[src/design/dnd_pkg.sv]
// shared types and constants of the dns name decompressor
// used by the controller, the datapath, the top level and the checker
package dnd_pkg;

   localparam int PACKET_BYTES_DEF = 512;
   localparam int MAX_JUMPS_DEF    = 16;

   // store positions: wide enough for any store depth and any pointer target
   localparam int POS_W = 17;

   localparam logic KIND_WRITE  = 1'b0;
   localparam logic KIND_DECODE = 1'b1;

   localparam logic [7:0] PTR_MARK   = 8'd192;
   localparam logic [7:0] LABEL_MAX  = 8'd63;
   localparam logic [7:0] DOT_CHAR   = 8'h2E;
   localparam logic [9:0] NAME_LIMIT = 10'd255;

   typedef struct packed {
      logic       kind;
      logic [8:0] address;
      logic [7:0] data_byte;
   } req_type;

   typedef struct packed {
      logic [7:0] char_a;
      logic [7:0] char_b;
      logic [7:0] char_c;
      logic [7:0] char_d;
      logic [2:0] char_count;
      logic       last;
      logic [8:0] consumed;
      logic       error;
   } rsp_type;

   typedef enum logic [3:0] {
      OP_NONE,
      OP_WRITE,
      OP_INIT,
      OP_READ_POS,
      OP_TERM,
      OP_PTR_HI,
      OP_JUMP,
      OP_LABEL,
      OP_CHAR,
      OP_OUT_START,
      OP_EMIT,
      OP_FAIL
   } dp_op_type;

   typedef struct packed {
      logic pos_outside;
      logic byte_zero;
      logic byte_ptr;
      logic byte_reserved;
      logic term_overlong;
      logic label_overlong;
      logic label_outside;
      logic ptr2_outside;
      logic jumps_spent;
      logic target_outside;
      logic label_end;
      logic group_last;
   } dp_status_type;

   typedef enum logic [2:0] {
      ST_IDLE,
      ST_FETCH,
      ST_DECODE,
      ST_PTR_LO,
      ST_LABEL,
      ST_OUT_RD,
      ST_EMIT,
      ST_FAIL
   } state_type;

endpackage

[src/design/dnd_controller.sv]
// controller of the dns name decompressor: walks labels and pointers,
// then streams the text out; depends on dnd_pkg
module dnd_controller
   import dnd_pkg::*;
(
   input  logic          clock,
   input  logic          reset,
   input  logic          start,
   input  logic          req_kind,
   input  dp_status_type status,
   output dp_op_type     op,
   output logic          busy
);

   state_type state_ff, state_in;

   always_ff @(posedge clock) begin
      if (reset) begin
         state_ff <= ST_IDLE;
      end else begin
         state_ff <= state_in;
      end
   end

   always_comb begin
      state_in = state_ff;
      op       = OP_NONE;
      case (state_ff)
         ST_IDLE: begin
            if (start) begin
               if (req_kind == KIND_DECODE) begin
                  op       = OP_INIT;
                  state_in = ST_FETCH;
               end else begin
                  op = OP_WRITE;
               end
            end
         end
         ST_FETCH: begin
            if (status.pos_outside) begin
               state_in = ST_FAIL;
            end else begin
               op       = OP_READ_POS;
               state_in = ST_DECODE;
            end
         end
         ST_DECODE: begin
            if (status.byte_zero) begin
               if (status.term_overlong) begin
                  state_in = ST_FAIL;
               end else begin
                  op       = OP_TERM;
                  state_in = ST_OUT_RD;
               end
            end else if (status.byte_ptr) begin
               if (status.ptr2_outside || status.jumps_spent) begin
                  state_in = ST_FAIL;
               end else begin
                  op       = OP_PTR_HI;
                  state_in = ST_PTR_LO;
               end
            end else if (status.byte_reserved || status.label_overlong ||
                         status.label_outside) begin
               state_in = ST_FAIL;
            end else begin
               op       = OP_LABEL;
               state_in = ST_LABEL;
            end
         end
         ST_PTR_LO: begin
            if (status.target_outside) begin
               state_in = ST_FAIL;
            end else begin
               op       = OP_JUMP;
               state_in = ST_FETCH;
            end
         end
         ST_LABEL: begin
            op = OP_CHAR;
            if (status.label_end) begin
               state_in = ST_FETCH;
            end
         end
         ST_OUT_RD: begin
            op       = OP_OUT_START;
            state_in = ST_EMIT;
         end
         ST_EMIT: begin
            op = OP_EMIT;
            if (status.group_last) begin
               state_in = ST_IDLE;
            end
         end
         ST_FAIL: begin
            op       = OP_FAIL;
            state_in = ST_IDLE;
         end
         default: begin
            state_in = ST_IDLE;
         end
      endcase
   end

   assign busy = state_ff != ST_IDLE;

endmodule

[config.mk]
export PLATFORM = sky130hd
export DESIGN_NAME = dnd_controller
export DESIGN_NICKNAME = d
export VERILOG_FILES = /design/src/design/dnd_pkg.sv /design/src/design/dnd_controller.sv
export SDC_FILE = /design/constraint.sdc
export NUM_CORES = 1
export LEC_CHECK = 0
export BUFFER_PORTS_ARGS = -buffer_cell sky130_fd_sc_hd__buf_2
export CORE_AREA = 2 2 39 41
export CTS_BUF_LIST = sky130_fd_sc_hd__clkbuf_2
export DETAILED_ROUTE_END_ITERATION = 10
export DIE_AREA = 0 0 41 43
export PLACE_DENSITY = 0.6
export REMOVE_ABC_BUFFERS = 1
export SYNTH_ARGS = -nofsm -noshare
export SYNTH_HDL_FRONTEND = slang
export SYNTH_SLANG_ARGS = --single-unit
[constraint.sdc]
create_clock -name clock -period 1.9 [get_ports clock]
set_input_delay 0.38 -clock clock [delete_from_list [all_inputs] [get_ports clock]]
set_output_delay 0.38 -clock clock [all_outputs]
set_load 0.02 [all_outputs]
* Word level (Yosys, flattened, before mapping)
Cells that the tools add are included.
** Storage, ports and cells
- Flip-flop bits (word level) :: 3
- Input bits :: 16
- Output and inout port bits :: 5
** Operators by class
- Equality and inequality tests :: 11
- Multiplexer cells :: 22
- Reduce and logical (&&, ||, !) cells :: 6
** Operator list (count)
- 2-to-1 mux 3 bit :: 13
- case mux 4 bit (8 select lines) :: 1
- case mux 3 bit (8 select lines) :: 1
- == test 3 bit (second input constant) :: 4
- 2-to-1 mux 2 bit :: 5
- 2-to-1 mux 4 bit :: 2
- inequality test 2 bit (second input constant) :: 4
- == test 3 x 2 -> 1 bit (second input constant) :: 2
- AND reduction 4 bit :: 1
- == test 3 x 1 -> 1 bit (second input constant) :: 1
- logical NOT 3 bit :: 1
- logical OR 1 bit :: 3
- nonzero test 3 bit :: 1

* Logic depth before layout (Yosys ltp)
- Word-level depth :: 6
- Gate-level depth with buffers :: 4
- Mapped depth without buffers :: 4

* Least setup slack after synthesis
No wires, ideal clock.
- Path type :: input -> output
- Start point :: input port status[8] (netlist name)
- End point :: output port op[0]
- Data arrival time :: 1442 ps
- Path slack :: 78 ps
- Cell stages on the path :: 4
- Path buffers :: 0
- Cell sequence :: or4_4 > nor2_4 > nor2_2 > a21oi_1
** Between the ends
- Cells in the longest elaborated chain, start to end :: 6
** Ends and longest elaborated chain
- start, declared :: line dnd_controller.sv:10 : input dp_status_type status,
- logical OR 1 bit (2 in a row) :: line dnd_controller.sv:62 : end else if (status.byte_reserved || status.label_overlong ||
- 2-to-1 mux 3 bit :: line dnd_controller.sv:62
- 2-to-1 mux 4 bit :: line dnd_controller.sv:55 : end else if (status.byte_ptr) begin
- 2-to-1 mux 4 bit :: line dnd_controller.sv:48 : if (status.byte_zero) begin
- case mux 4 bit (8 select lines) :: line dnd_controller.sv:28 : case (state_ff)
- end, declared :: line dnd_controller.sv:11 : output dp_op_type op,
Every way passes these cells.

* Worst setup path after layout
- Start point :: input port status[8] (netlist name)
- End point :: output port op[1]
The elaborated chain is that of the path after synthesis.

==> summary.txt <==
Power
  • Sequential fraction of design power: 24.9%
  • Leak pwr: between 0.2 and 0.25 nW
  • Sw Pwr: approximately 0.33 mW
  • Peak supply drop: between 400 and 500 uV
  • Switch share: roughly 49%
  • Clock group share of total power: 13.0%
  • Comb pwr share: 62.1%
  • Int Power: 0.353 mW
  • Pwr dens: 1290 nW/um^2

Final layout
  • Most flops, register: state_ff
  • Biggest regs: state_ff: 3 flops
  • Layout cell share with drive strength beyond 1: 46.8%
  • Fin nets: 94
  • Synth-to-layout area growth: 46.6%
  • Max FFs per register: 3
  • Antenna cells: 0
  • Cell area after layout: 532 um^2

Timing
  • RSZ-0062 raised after global routing: yes
  • Fmax: 526 MHz
  • Setup violators final: 1
  • Skew final: 0.00941 ns
  • Worst relative slew slack: 72.7%
  • Final hold violation count: 0
  • Max-slew violation count: 0
  • Fin crit period: 1.90 ns
  • Fin crit share: 100%
  • Slew @ Worst Pin: roughly 0.4 ns
  • Final WS setup: -0.00209 ns
  • Fin Setup TNS: -0.00209 ns

Floorplan
  • Boundary Pins: 21
  • Initial Util: roughly a quarter
  • Rows: 14
  • Core Area: 1380 um^2
  • DIE AREA: 1760 um^2
  • Die Ht: 43 um
  • Die width: about 40 um

Critical path
  • Crit path to: op[1]
  • Register-to-register setup slack: 0.71 ns
  • Crit path launch: status[8]
  • FF-to-FF Start: state_ff[0]
  • Slowest stage delay, CP: 0.56 ns
  • CP arrival: 1.52 ns
  • Setup crit start kind: primary input
  • Worst-path maximum fanout: 2
  • Slowest-stage cell, CP: or4_4
  • Crit path cell chain: buf_6 -> or4_4 -> nor3_4 -> o21ai_1 -> o31ai_1 -> buf_2
  • Critical path capture point type: output pin
  • RR Endpoint: state_ff[1]
  • Kind of critical path: in2out
  • Worst R2R Path Depth: 5
  • Worst Path Required: 1.52 ns

Synthesis
  • Post-synth ARST share: 0%
  • Post-synthesis adder-cell area fraction: 0%
  • Post-synth EDFFs: 0
  • Most common cell in the netlist: nor2_1
  • Main synth FF type: dfxtp_1
  • Simple-gate share of the synthesized area: 33.8%
  • Synth cell types: 30
  • Synth warn: 0
  • Largest family of logic cells by synthesized area: compound AO/OA/AOI/OAI gates
  • Area contributors post-synth: dfxtp_1 (17%), nor2_1 (6.2%), a21oi_1 (5.5%)
  • Top cells by count, synth: nor2_1 (6), a21oi_1 (4), inv_1 (4)
  • Post-Syn Area: about 360 um^2
  • Post-Syn Instances: 53
  • Synth Area in XOR/XNOR: 0%
  • Register area share after synthesis: about 17%
  • Average cell area after synthesis: 6.85 um^2
  • Count of state elements after synthesis: 3
  • Synth area leader: dfxtp_1
  • Post-synthesis mux area share: 2.76%
  • Post-synthesis compound-gate area fraction: approximately 38%
  • Post-synth top area share: 16.6%

CTS
  • Resized cells post-CTS: 3
  • H-tree level count: 1
  • CTS Hold Buffers Added: 0
  • Clk_lat worst skew: approximately 0.20 ns
  • TritonCTS Buffers: 3
  • CTS tree: built
  • CTS root buffer: clkbuf_2
  • CTS clk-pin slew, worst paths: 0.05 ns
  • Clock Sinks: 3
  • Clk buf depth: 2
  • Post-CTS Setup Inserts: 0

Hold path
  • HP Class: in2reg

Placement
  • Port Buf Inserts: 20
  • RePlAce Congestion: 0.713
  • DP HPWL: 745 um
  • Dpl cell area: between 400 and 500 um^2

Outcome
  • Failing checks: setup timing
  • Status: finished with violations

Global routing
  • Initial antenna violation count: 0
  • Vias in the first global route: approximately 440
  • Gr usage total: 12.7%
  • Remaining Overflow, GRT: 0
  • Largest net degree at the start of global routing: 16
  • First-pass GRT wire length: 1570 um

Drt
  • Wire per inst: 9.70 um
  • DRT Pass-1 Iters: 3
  • Via-to-Cell Ratio: 4.76
  • Via count: 443
  • Remaining antenna violation count: 0
  • Post-Route WL: 902 um
  • DR iter-0 viols: 12
  • DR DRC count: 0

Flow run
  • Max-Cap Viols: 0
## power groups by stage
stage          sequential [mW]  combinational, mW  clock (mW)
6_report                 0.171              0.427      0.0893
5_1_grt                  0.181              0.478      0.0966
4_1_cts                  0.169              0.425      0.0932
3_5_place_dp             0.169              0.418           0
3_3_place_gp             0.170              0.415           0
2_1_floorplan            0.176              0.268           0
## final cells by class
class,instances,area (um^2)
Clock buffer,4,20.0
Fill cell,157,852
Inverter,4,15.0
Multi-Input combinational cell,42,277
Sequential cell,3,61.3
Tap cell,16,20.0
Timing Repair Buffer,24,139
## worst max-delay path, delay by kind of cell
family | cells | cell delay (ns)
compound gates | 2 | 0.16
buf+inv | 2 | 0.29
simple gates | 2 | 0.70
## metrics by stage
stage / util [%] / setup slack, ns / cells / hold slack (ns) / total power, mW
after global placement: 35.8 / -0.0640 / 89 / 0.584 / 0.585
after global routing: 38.4 / -0.0479 / 93 / 0.356 / 0.756
after detailed placement: 35.8 / -0.0678 / 89 / 0.587 / 0.587
after CTS: 38.2 / -0.0260 / 93 / 0.364 / 0.687
after floorplan: - / 0.0777 / 49 / 0.449 / 0.445
final: 38.4 / -0.00209 / 93 / 0.372 / 0.688
## layout by cell type (no fill, tap or decap), types with 3 or more instances in the layout
| cell | count |
|---|---|
| buf_4 | 5 |
| inv_1 | 4 |
| clkbuf_2 | 4 |
| nor2_1 | 6 |
| buf_2 | 18 |
| a21oi_1 | 4 |
| a31oi_1 | 3 |
| nand2_1 | 3 |
## cells by family (layout without fill, tap and decap cells)
| kind of cell | count (synthesis) | after routing |
|---|---|---|
| flops | 3 | 3 |
| buf+inv | 8 | 32 |
| mux | 1 | 1 |
| compound gates | 20 | 20 |
| simple gates | 21 | 21 |
## worst min-delay path by stage
| stage | from | to | slack (ns) | depth (start not counted) |
|---|---|---|---|---|
| 3_5_place_dp | reset | state_ff[2] | 0.59 | 2 |
| 4_1_cts | reset | state_ff[0] | 0.36 | 2 |
| 6_report | reset | state_ff[1] | 0.37 | 2 |
| 2_1_floorplan | reset | state_ff[2] | 0.45 | 1 |
| 5_1_grt | reset | state_ff[1] | 0.36 | 2 |
| 3_3_place_gp | reset | state_ff[2] | 0.58 | 2 |
## per-layer routing
metal | vias up | global-route usage, % | routed length (um)
met5 | - | 0 | 0
met4 | 0 | 8.00 | 0
met3 | 0 | 1.57 | 32
met2 | 13 | 20.3 | 462
met1 | 190 | 14.8 | 407
li1 | 240 | - | -
Power figures use the tool's default switching activity.
